[src/design/obcs_pkg.sv]
// Types and constants shared by the one-button clock setter.
package obcs_pkg;

	localparam int unsigned CNT_W = 14;
	localparam logic [CNT_W-1:0] CNT_MAX = 14'h3fff;

	localparam logic [5:0] HOUR_WRAP   = 6'd24;
	localparam logic [6:0] MINUTE_WRAP = 7'd60;

	localparam logic [CNT_W-1:0] LONG_PRESS_RESET   = 14'd1000;
	localparam logic [CNT_W-1:0] IDLE_TIMEOUT_RESET = 14'd10000;

	localparam logic [1:0] MASK_ALL = 2'b11;
	localparam logic [1:0] MASK_HOUR = 2'b01;
	localparam logic [1:0] MASK_MINUTE = 2'b10;

	localparam logic FIELD_HOUR   = 1'b0;
	localparam logic FIELD_MINUTE = 1'b1;

	localparam logic CFG_LONG_PRESS   = 1'b0;
	localparam logic CFG_IDLE_TIMEOUT = 1'b1;

	localparam logic ACT_ENTER = 1'b0;
	localparam logic ACT_TICK  = 1'b1;

	typedef struct packed {
		logic [4:0]       hour;
		logic [5:0]       minute;
		logic             press_active;
		logic [CNT_W-1:0] press_count;
		logic [CNT_W-1:0] idle_count;
		logic [1:0]       blink_mask;
		logic             field_select;
		logic [1:0]       shown_mask;
	} edit_t;

	typedef struct packed {
		edit_t st;
		logic  refreshed;
		logic  commit;
	} pass_res_t;

endpackage

[src/design/obcs_set_pass.sv]
// One pass of the setting routine: button handling, blink refresh and idle timeout.
module obcs_set_pass #(
	parameter int unsigned BLINK_PERIOD_LOG2 = 8
) (
	input  obcs_pkg::edit_t          cur,
	input  logic                     button_down,
	input  logic [obcs_pkg::CNT_W-1:0] long_press_ticks,
	input  logic [obcs_pkg::CNT_W-1:0] idle_timeout_ticks,
	output obcs_pkg::pass_res_t      res
);

	obcs_pkg::edit_t st;
	logic [5:0] hour_inc;
	logic [6:0] minute_inc;
	logic [obcs_pkg::CNT_W-1:0] idle_next;

	always_comb begin
		st = cur;
		hour_inc = {1'b0, cur.hour} + 6'd1;
		minute_inc = {1'b0, cur.minute} + 7'd1;

		// A release ends the press: long ones swap the field, short ones step it.
		if (!button_down && cur.press_active) begin
			if (cur.press_count > long_press_ticks) begin
				st.field_select = ~cur.field_select;
				st.blink_mask = obcs_pkg::MASK_ALL;
			end else begin
				if (cur.field_select == obcs_pkg::FIELD_HOUR) begin
					st.hour = (hour_inc >= obcs_pkg::HOUR_WRAP) ? 5'd0 : hour_inc[4:0];
				end else begin
					st.minute = (minute_inc >= obcs_pkg::MINUTE_WRAP) ?
						6'd0 : minute_inc[5:0];
				end
				st.idle_count = '0;
			end
			st.press_active = 1'b0;
		end
		if (button_down && !cur.press_active) begin
			st.press_active = 1'b1;
			st.press_count = '0;
		end

		res.refreshed = 1'b0;
		if (st.idle_count[BLINK_PERIOD_LOG2-1:0] == '0) begin
			st.shown_mask = st.blink_mask;
			res.refreshed = 1'b1;
			st.blink_mask = st.blink_mask ^ ((st.field_select == obcs_pkg::FIELD_HOUR) ?
				obcs_pkg::MASK_HOUR : obcs_pkg::MASK_MINUTE);
		end
		if (st.press_active && st.press_count != obcs_pkg::CNT_MAX) begin
			st.press_count = st.press_count + 1'b1;
		end
		// The counter wraps within its own width.
		idle_next = st.idle_count + 1'b1;
		st.idle_count = idle_next;
		res.commit = idle_next >= idle_timeout_ticks;
		res.st = st;
	end

endmodule

[src/design/one_button_clock_setter_core.sv]
// Top level of the one-button clock setter.
// Takes one word per clock cycle: an enter word loads the time, a tick word (one per
// millisecond) advances the setting routine. Each accepted word gives exactly one result
// word, held in a single output register in the cycle after acceptance; in_ready is high
// whenever that register is empty or being read, so words flow back to back at one per
// cycle. Configuration writes take effect at once and are meant for idle periods.
module one_button_clock_setter_core #(
	parameter int unsigned BLINK_PERIOD_LOG2 = 8
) (
	input  logic        clk,
	input  logic        arst_n,
	input  logic        cfg_we,
	input  logic        cfg_index,
	input  logic [13:0] cfg_data,
	input  logic        in_valid,
	output logic        in_ready,
	input  logic        action,
	input  logic        button_down,
	input  logic [4:0]  load_hour,
	input  logic [5:0]  load_minute,
	output logic        out_valid,
	input  logic        out_ready,
	output logic [4:0]  hour_value,
	output logic [5:0]  minute_value,
	output logic [1:0]  display_mask,
	output logic        refresh,
	output logic        editing,
	output logic        commit
);

	typedef enum logic [1:0] {
		PH_IDLE   = 2'd0,
		PH_WAIT   = 2'd1,
		PH_SET    = 2'd2,
		PH_UNUSED = 2'd3
	} phase_t;

	phase_t phase_q, phase_nxt;
	obcs_pkg::edit_t st_q, st_nxt, pre;
	obcs_pkg::pass_res_t pass_res;
	logic [obcs_pkg::CNT_W-1:0] long_press_q, idle_timeout_q;

	logic        out_valid_q;
	logic [4:0]  hour_q;
	logic [5:0]  minute_q;
	logic [1:0]  mask_q;
	logic        refresh_q, editing_q, commit_q;

	logic accept, is_tick, release_tick, run_pass;

	assign in_ready = !out_valid_q || out_ready;
	assign accept = in_valid && in_ready;
	assign is_tick = (action == obcs_pkg::ACT_TICK);
	assign release_tick = is_tick && (phase_q == PH_WAIT) && !button_down;
	assign run_pass = is_tick && ((phase_q == PH_SET) || release_tick);

	// The first tick with the button up starts setting mode from a clean slate.
	always_comb begin
		pre = st_q;
		if (release_tick) begin
			pre.blink_mask = obcs_pkg::MASK_ALL;
			pre.field_select = obcs_pkg::FIELD_HOUR;
			pre.press_active = 1'b0;
			pre.idle_count = '0;
			pre.shown_mask = obcs_pkg::MASK_ALL;
		end
	end

	obcs_set_pass #(
		.BLINK_PERIOD_LOG2(BLINK_PERIOD_LOG2)
	) u_pass (
		.cur(pre),
		.button_down(button_down),
		.long_press_ticks(long_press_q),
		.idle_timeout_ticks(idle_timeout_q),
		.res(pass_res)
	);

	always_comb begin
		st_nxt = st_q;
		phase_nxt = phase_q;
		if (!is_tick) begin
			st_nxt.hour = load_hour;
			st_nxt.minute = load_minute;
			phase_nxt = PH_WAIT;
		end else if (run_pass) begin
			st_nxt = pass_res.st;
			phase_nxt = pass_res.commit ? PH_IDLE : PH_SET;
		end
	end

	always_ff @(posedge clk or negedge arst_n) begin
		if (!arst_n) begin
			phase_q <= PH_IDLE;
			st_q <= '{
				hour: 5'd0, minute: 6'd0, press_active: 1'b0,
				press_count: '0, idle_count: '0,
				blink_mask: obcs_pkg::MASK_ALL, field_select: obcs_pkg::FIELD_HOUR,
				shown_mask: obcs_pkg::MASK_ALL
			};
			long_press_q <= obcs_pkg::LONG_PRESS_RESET;
			idle_timeout_q <= obcs_pkg::IDLE_TIMEOUT_RESET;
			out_valid_q <= 1'b0;
		end else begin
			if (cfg_we) begin
				unique case (cfg_index)
					obcs_pkg::CFG_LONG_PRESS:   long_press_q <= cfg_data;
					obcs_pkg::CFG_IDLE_TIMEOUT: idle_timeout_q <= cfg_data;
					default: ;
				endcase
			end
			if (accept) begin
				phase_q <= phase_nxt;
				st_q <= st_nxt;
				out_valid_q <= 1'b1;
			end else if (out_ready) begin
				out_valid_q <= 1'b0;
			end
		end
	end

	// Result word payload; only the valid flag needs a reset.
	always_ff @(posedge clk) begin
		if (accept) begin
			hour_q <= st_nxt.hour;
			minute_q <= st_nxt.minute;
			mask_q <= st_nxt.shown_mask;
			refresh_q <= run_pass && pass_res.refreshed;
			editing_q <= (phase_nxt == PH_WAIT) || (phase_nxt == PH_SET);
			commit_q <= run_pass && pass_res.commit;
		end
	end

	assign out_valid = out_valid_q;
	assign hour_value = hour_q;
	assign minute_value = minute_q;
	assign display_mask = mask_q;
	assign refresh = refresh_q;
	assign editing = editing_q;
	assign commit = commit_q;

endmodule

[config.mk]
export PLATFORM = sky130hd
export DESIGN_NAME = one_button_clock_setter_core
export DESIGN_NICKNAME = d
export VERILOG_FILES = /design/src/design/obcs_pkg.sv /design/src/design/obcs_set_pass.sv /design/src/design/one_button_clock_setter_core.sv
export SDC_FILE = /design/constraint.sdc
export NUM_CORES = 1
export LEC_CHECK = 0
export ABC_CLOCK_PERIOD_IN_PS = 8000
export BUFFER_PORTS_ARGS = -buffer_cell sky130_fd_sc_hd__buf_2
export CELL_PAD_IN_SITES_DETAIL_PLACEMENT = 2
export CELL_PAD_IN_SITES_GLOBAL_PLACEMENT = 2
export CORE_MARGIN = 2
export CORE_UTILIZATION = 41
export DETAILED_ROUTE_END_ITERATION = 12
export PLACE_DENSITY_LB_ADDON = 0.1
export SYNTH_ARGS = -nofsm -noshare
export SYNTH_HDL_FRONTEND = slang
export SYNTH_SLANG_ARGS = --single-unit
[constraint.sdc]
create_clock -name clk -period 8 [get_ports clk]
set_input_delay 1.2 -clock clk [delete_from_list [all_inputs] [get_ports clk]]
set_output_delay 1.2 -clock clk [all_outputs]
set_load 0.01 [all_outputs]
# Word-level counts from Yosys, hierarchy flattened
# Index checks and enable logic that the tools add are counted.
[classes]
add_sub_neg = 4
n_lt_le_gt_ge = 4
n_eq_ne = 5
muxes = 25
n_bitwise = 3
n_reduce_logical = 20
[op_table]
columns = ["op", "count"]
rows = [
  ["$mux 45", 1],
  ["$add 14x1->14 const B", 2],
  ["$mux 14", 2],
  ["$mux 11", 2],
  ["$mux 19", 1],
  ["$mux 17", 1],
  ["$mux 15", 1],
  ["$ge 14x14->1", 1],
  ["$gt 14x14->1", 1],
  ["$mux 2", 7],
  ["$ne 14x14->1 const B", 1],
  ["$mux 12", 1],
  ["$mux 6", 2],
  ["$mux 5", 2],
  ["$logic_and 1x1->1", 9],
  ["$logic_not 8->1", 1],
  ["$add 6x1->7 const B", 1],
  ["$ge 7x6->1 const B", 1],
  ["$add 5x1->6 const B", 1],
  ["$ge 6x5->1 const B", 1],
  ["$eq 2x1->1 const B", 2],
  ["$eq 2x2->1 const B", 2],
  ["$mux 1", 4],
  ["$reduce_and 2->1", 2],
  ["other kinds (7)", 12],
]
[word_totals]
reg_bits = 92
output_inout_bits = 18
wordCells = 79

# Logic depth before layout (Yosys ltp)
# Gate-level depths: netlist of the first run.
[depth]
word_depth = 14
ltp_mapped = 24
depth_no_buf = 22

# Hierarchy
# Synthesis of the first run repeated with hierarchy kept, for this count alone.
[unflattened]
hier_cells = 609
area_unflattened_um2 = 6125.9
[modules_own_cells]
columns = ["mod", "n_inst", "cells_per_inst", "area_each_um2"]
rows = [
  ["one_button_clock_setter_core", 1, 299, 4022.6],
  ["obcs_set_pass", 1, 310, 2103.3],
]

# Worst setup path before layout of the first run
# No wires, ideal clock.
[synth_timing]
kind = "input port to flip-flop"
start = "in action"
end = "reg editing_q, in the netlist editing, data pin"
setup_time_ps = 274
arrival_ps = 4902
setup_slack_ps = 2824
stages = 21
n_path_buf = 2
path_cell_list = "buf_2 > and4bb_2 > a21oi_1 > o21ai_1 > clkbuf_1 > nor2_1 > ha_1 > nand3_1 > nor3_1 > and3_1 > and3_1 > xnor2_1 > nor2_1 > ha_1 > nand3_1 > or4_1 > o21ai_0 > a21o_1 > a211oi_1 > o21ai_0 > nand3_1"
[synth_lines]
columns = ["item", "line_no", "text"]
rows = [
  ["start: declaration", "one_button_clock_setter_core.sv:17", "input logic action,"],
  ["end signal: assignment", "one_button_clock_setter_core.sv:129", "editing_q <= (phase_nxt == PH_WAIT) || (phase_nxt == PH_SET);"],
  ["end: declaration", "one_button_clock_setter_core.sv:47", "logic refresh_q, editing_q, commit_q;"],
]

==> flow_summary.yaml, run 1 <==
timing:
  rsz0062_at_grt: "no"
  period_needed_ns: 6.18
  clock.fmax_ghz: 0.162
  final-max-slew-violation-count: 0
  setup_viol: 0
  hold_ws_ns: 0.518
  hold_violations: 0
  tightest_slew_ns: 1.19
  setup-tns-final_ns: 0
  timing.slew.headroom: 0.209
  period_share: 0.773
  skew_ns: 0.00605
setup_path:
  startpoint_type: "register"
  setup.worst_path.class: "register to register"
  slowest_stage: "a211oi_1"
  cp.required_ns: 8.21
  crit_family: "compound AO/OA/AOI/OAI gates"
  cp_num_buf_inv: 2
  worstPathArrival_ns: 6.39
  cpPeakStageDelay_ns: 0.61
  end_kind: "register"
  path_cells: "inv_1 -> ha_1 -> nand3_1 -> a21boi_0 -> o31a_1 -> o21ai_1 -> buf_4 -> nor2_1 -> ha_1 -> nand3_1 -> nor3_1 -> and3_1 -> and3_1 -> xnor2_1 -> nor2_1 -> ha_1 -> a21o_1 -> a21oi_1 -> o21ai_0 -> a21o_1 -> a211oi_1 -> o21ai_0 -> nand3_1"
  path_max_fanout: 30
drt:
  vias: 4823
  drc: 0
  drt.antenna.violating_nets: 0
  viasPerCell: 5.74
  drt-pass1-iter-count: 4
  routed_wl_um: 17000
  drt_iter0_markers: 226
  wl_per_cell_um: 20.2
global_routing:
  grt_pass1_vias: 5389
  grt_max_degree: 55
  antenna_found_initial: 0
  grt_pass1_wl_um: 27800
  grt.total_usage: 0.242
  overflow: 0
synth:
  syn_nets: 688
  syn_area_per_cell_um2: 9.13
  synth_ff_type: "dfrtp_1"
  netlist_instances: 621
  synth_xor_area_frac: 0.0340
  async_flop_share: 0.826
  synth_simple_gate_area_frac: 0.202
  synth_cell_types: 73
  ys_seq_elements: 92
  synth_compound_gate_area_share: 0.176
  synth_area_mm2: 0.00567
  synth_top_family_by_area: "simple AND/OR/NAND/NOR gates"
  yosysSeqAreaShare: 0.423
  synth_warnings: 0
  synth-edff-count: 16
  yosys-mux-area-fraction: 0.0410
  yosys.area_share.adder: 0.0750
cts:
  cts_hold_buffers: 0
  cts.clk_slew.worst_paths_ns: 0.07
  cts_sinks: 92
  cts_tree: "done"
  cts_setup_buffers: 0
  clock_path_buffers: 2
  cts_root_buffer: "clkbuf_16"
  htree_levels: 3
  clk_latency_ns: 0.35
  cts-resized-gates: 0
  cts_buffers: 9
floorplan:
  num_rows: 42
  fp.dieH_um: 122
  start_util: 0.423
  io_pins: 51
  die_w_um: 122
  die-area_mm2: 0.0148
  core_area_mm2: 0.0134
layout:
  final_cell_area_mm2: 0.00633
  multi_input_area_mm2: 0.00300
  final_cell_mix: "nand2_1 (81), dfrtp_1 (61), nor2_1 (53)"
  fin_nets: 726
  syn_to_final_growth_pct: 11.7
  ff_latch_area_mm2: 0.00240
  antenna_cells: 0
  fillCellCount: 1504
  fin_util: 0.473
  drive_gt1_frac: 0.176
  layout_commonest_cell: "nand2_1"
flow_run:
  cap_violations: 0
min_path:
  hp-class: "register to register"
placement:
  gp_congestion: 0.786
  hpwl_um: 12500
  portBuffers: 50
  dpl_cell_area_mm2: 0.00606
power_and_ir_drop:
  cellPowerDensity_mw_per_mm2: 225
  ir_worst_vdd_mv: 0.103
  finalPower_uw: 1430
  p_leak_uw: 0.00275
outcome:
  status: "finished, final reports clean"
-- per-stage QoR --
step,worst slack [ns],std cells
3_3_place_gp,2.05,824
5_1_grt,1.58,840
4_1_cts,1.86,840
6_report,1.82,840
3_5_place_dp,1.60,824
2_1_floorplan,2.82,621
-- report_power, final --
group          leakage, uW  switching, uW  internal (uW)
Clock             0.000140            192            221
Combinational      0.00153            231            159
Sequential         0.00108           66.5            558
-- final timing paths --
path,from,endpoint,slack [ns],cells past startpoint
min reg2reg,idle_timeout_q[6]$_DFFE_PN0P_,idle_timeout_q[6]$_DFFE_PN0P_,0.52,1
min,idle_timeout_q[6]$_DFFE_PN0P_,idle_timeout_q[6]$_DFFE_PN0P_,0.52,1
min in group asynchronous,arst_n,pre[41]$_DFFE_PN0P_,0.74,1
max reg2reg,long_press_q[3]$_DFFE_PN1P_,editing$_DFFE_PP_,1.82,23
max in group asynchronous,arst_n,idle_timeout_q[11]$_DFFE_PN0P_,6.22,2
max,long_press_q[3]$_DFFE_PN1P_,editing$_DFFE_PP_,1.82,23
-- cell type report --
type,instances,area share
multi-input cells,461,0.473
flip-flops and latches,92,0.379
repair buffers,54,0.0446
clock buffers,11,0.0383
well taps,176,0.0348
inverters,41,0.0243
clock inverters,5,0.00573
-- cells by family after synthesis --
kind of cell / Yosys count
AND/OR/NAND/NOR: 232
AO/OA/AOI/OAI: 152
flip-flops: 92
buffers and inverters: 68
adder cells (fa/ha/maj): 34
XOR/XNOR: 22
multiplexers: 21
-- Yosys cell counts (6+ instances only) --
cell | count | area, um^2
nand2_1 | 81 | 304
dfrtp_1 | 61 | 1530
nor2_1 | 53 | 199
o21ai_0 | 45 | 225
inv_1 | 40 | 150
ha_1 | 34 | 425
a21oi_1 | 33 | 165
nand3_1 | 20 | 100
clkbuf_1 | 18 | 67.6
mux2_2 | 18 | 203
xnor2_1 | 17 | 149
edfxtp_1 | 16 | 480
dfstp_2 | 15 | 394
and3_1 | 11 | 68.8
a31oi_1 | 10 | 62.6
nor3_1 | 10 | 50.1
nand2b_1 | 8 | 50.1
nand4_1 | 8 | 50.1
o211ai_1 | 7 | 52.6
o31ai_1 | 7 | 52.6
nor2b_1 | 6 | 37.5
o21ai_1 | 6 | 30.0
-- registers in the layout (all words and copies together), names as in the netlist, 2 cells and up --
| name | flops |
|---|---|
| phase_q | 2 |
| long_press_q | 14 |
| minute_value | 6 |
| idle_timeout_q | 14 |
| pre | 25 |
| st_q | 20 |
| display_mask | 2 |
| hour_value | 5 |
-- routing by layer --
| metal | up-vias | global-route usage | wire [um] |
|---|---|---|---|
| li1 | 2286 | - | - |
| met1 | 2441 | 0.302 | 7550 |
| met2 | 71 | 0.424 | 8620 |
| met3 | 25 | 0.0421 | 411 |
| met4 | 0 | 0.0833 | 371 |
| met5 | - | 0 | 0 |
Note: power is estimated with default switching activity, not from simulation.
==> inputs of run 2 (changes only) <==
--- a/config.mk
+++ b/config.mk
@@ -5,12 +5,13 @@
 export SDC_FILE = /design/constraint.sdc
 export NUM_CORES = 1
 export LEC_CHECK = 0
-export ABC_CLOCK_PERIOD_IN_PS = 8000
+export ABC_AREA = 1
+export ABC_CLOCK_PERIOD_IN_PS = 5500
 export BUFFER_PORTS_ARGS = -buffer_cell sky130_fd_sc_hd__buf_2
 export CELL_PAD_IN_SITES_DETAIL_PLACEMENT = 2
 export CELL_PAD_IN_SITES_GLOBAL_PLACEMENT = 2
 export CORE_MARGIN = 2
-export CORE_UTILIZATION = 41
+export CORE_UTILIZATION = 32
 export DETAILED_ROUTE_END_ITERATION = 12
 export PLACE_DENSITY_LB_ADDON = 0.1
 export SYNTH_ARGS = -nofsm -noshare
==> constraint.sdc (replaced) <==
create_clock -name clk -period 5.5 [get_ports clk]
set_input_delay 0.825 -clock clk [delete_from_list [all_inputs] [get_ports clk]]
set_output_delay 0.825 -clock clk [all_outputs]
set_load 0.01 [all_outputs]
==> flow_summary.yaml, run 2 <==
synth:
  synth_area_leaders: "dfrtp_1 (26%), nand2_1 (17%), edfxtp_1 (8.3%)"
  synth_cell_types: 40
  synth_most_common_cell: "nand2_1"
  synth.largest_area_cell: "dfrtp_1"
  syn_area_per_cell_um2: 7.53
  yosysSeqAreaShare: 0.416
  ys_seq_elements: 92
  synth_area_mm2: 0.00578
  netlist_instances: 767
  synth_top_area_frac: 0.264
  synth_ff_type: "dfrtp_1"
  syn_nets: 834
  synth_warnings: 0
  synth-edff-count: 16
  synthTopCellsByCount: "nand2_1 (254), inv_1 (115), dfrtp_1 (61), o21ai_0 (53), nand3_1 (49)"
  async_flop_share: 0.826
power_and_ir_drop:
  finalPower_uw: 2270
  p_leak_uw: 0.00334
  ir_worst_vdd_mv: 0.159
  cellPowerDensity_mw_per_mm2: 346
setup_path:
  cp.required_ns: 5.59
  cpMostUsedCell: "nand2_1"
  critPathLaunch: "long_press_q[5]$_DFFE_PN1P_"
  slowest_stage: "dfstp_2"
  startpoint_type: "register"
  cp_num_buf_inv: 2
  critical_path_depth: 27
  reg2reg_depth: 27
  worstPathArrival_ns: 4.60
  path_max_fanout: 27
  crit_family: "simple AND/OR/NAND/NOR gates"
  r2r_start: "long_press_q[5]$_DFFE_PN1P_"
  setup.worst_path.class: "register to register"
  end_kind: "register"
  cpPeakStageDelay_ns: 0.53
cts:
  cts_hold_buffers: 0
  cts_sinks: 92
  clk_latency_ns: 0.35
  cts-resized-gates: 0
  cts_root_buffer: "clkbuf_16"
  cts_buffers: 9
  cts_tree: "done"
  cts_setup_buffers: 0
  clock_path_buffers: 2
  htree_levels: 3
  cts.clk_slew.worst_paths_ns: 0.07
timing:
  clock.fmax_ghz: 0.222
  timing.slew.headroom: 0.262
  skew_ns: 0.00799
  setup-tns-final_ns: 0
  rsz0062_at_grt: "no"
  period_needed_ns: 4.50
  period_share: 0.819
  setup_viol: 0
  final-max-slew-violation-count: 0
  hold_violations: 0
  tightest_slew_ns: 1.11
drt:
  wl_per_cell_um: 16.4
  routed_wl_um: 17200
  drc: 0
  drt-pass1-iter-count: 4
  drt.antenna.violating_nets: 0
  drt_iter0_markers: 159
  viasPerCell: 4.89
  vias: 5124
global_routing:
  overflow: 0
  grt_pass1_wl_um: 28900
  antenna_found_initial: 0
  grt_max_degree: 53
  grt_pass1_vias: 5665
  grt.total_usage: 0.187
placement:
  hpwl_um: 13100
  gp_congestion: 0.781
  portBuffers: 50
layout:
  drive_gt1_frac: 0.136
  antenna_cells: 0
  syn_to_final_growth_pct: 13.6
  fillCellCount: 2122
  final_cell_mix: "nand2_1 (254), inv_1 (115), dfrtp_1 (61)"
  layout_commonest_cell: "nand2_1"
  fin_nets: 881
  largest_register_ff_count: 25
floorplan:
  num_rows: 49
  fp.dieH_um: 138
  die_w_um: 138
  die-area_mm2: 0.0191
  io_pins: 51
  core_area_mm2: 0.0178
  start_util: 0.324
outcome:
  status: "finished, final reports clean"
flow_run:
  cap_violations: 0
min_path:
  hp-class: "primary input to asynchronous set/reset pin"
[run 2: cell types whose count changed after synthesis, moves of 11 or more]
cell | before | now
nand3_1 | 20 | 49
mux2_2 | 18 | 0
nand2_1 | 81 | 254
a21oi_1 | 33 | 17
inv_1 | 40 | 115
and3_1 | 11 | 0
[run 2: layout make-up]
cell class | count | area [um^2] | share of cell area
multi-input cells | 539 | 2850 | 0.434
flip-flops and latches | 92 | 2400 | 0.366
inverters | 120 | 453 | 0.0690
well taps | 229 | 287 | 0.0437
repair buffers | 52 | 268 | 0.0408
clock buffers | 13 | 260 | 0.0397
clock inverters | 3 | 43.8 | 0.00667
[run 2: worst paths after layout]
kind | to | slack (ns)
max | editing$_DFFE_PP_ | 1.0
max reg2reg | editing$_DFFE_PP_ | 1.0
min | pre[23]$_DFFE_PN0P_ | 0.39
min reg2reg | st_q[3]$_DFFE_PN1P_ | 0.48
min in group clk | st_q[3]$_DFFE_PN1P_ | 0.48
max in group asynchronous | st_q[5]$_DFFE_PN0P_ | 4.05
[run 2: cell families after synthesis]
logic type | Yosys count | synth area share
DFF | 92 | 0.416
AOI/OAI and AO/OA | 80 | 0.0717
xor gates and xnor gates | 24 | 0.0364
and+or+nand+nor | 401 | 0.312
adders and majority gates | 34 | 0.0737
buffers and inverters | 136 | 0.0908
[run 2: power by group]
group	internal (uW)	leakage, uW	total, uW	switching [uW]
logic	235	0.00208	701	466
clock network	379	0.000150	657	278
registers	827	0.00110	913	86.1
total	1440	0.00334	2270	830
[run 2: per-layer routing]
layer | global-route usage | part of all wire
met3 | 0.0291 | 0.022
met2 | 0.337 | 0.51
met4 | 0.0559 | 0.017
met1 | 0.230 | 0.45
met5 | 0 | 0
[run 2: per-stage QoR]
step	setup slack [ns]	std cells	util	cell area, um^2	hold slack, ns
floorplan	1.66	767	-	5780	0.442
global placement	1.08	1032	0.351	6260	0.457
detailed placement	0.867	1032	0.351	6260	0.468
CTS	0.930	1048	0.368	6560	0.396
global route	0.501	1048	0.368	6560	0.407
finish	0.997	1048	0.368	6560	0.388
[run 2: worst reg2reg max path, cell delays in order (launching register included)]
cell and delay [ns]:
dfstp_2 0.53, inv_1 0.05, ha_1 0.30, nand2_1 0.07
nor2_1 0.15, nand2_1 0.07, nand3_1 0.07, nand2_1 0.05
nand2_1 0.14, nand2_1 0.12, nand2_4 0.27, nand2_1 0.09
nor2_1 0.26, ha_1 0.24, nand3_1 0.14, nor2_4 0.23
xor2_1 0.20, inv_1 0.06, ha_1 0.26, nand2_1 0.10
nor2_1 0.06, o21ai_0 0.07, o211ai_1 0.13, nand3_1 0.09
nand3_1 0.11, nand2_1 0.10, o211ai_1 0.12, xor2_1 0.17
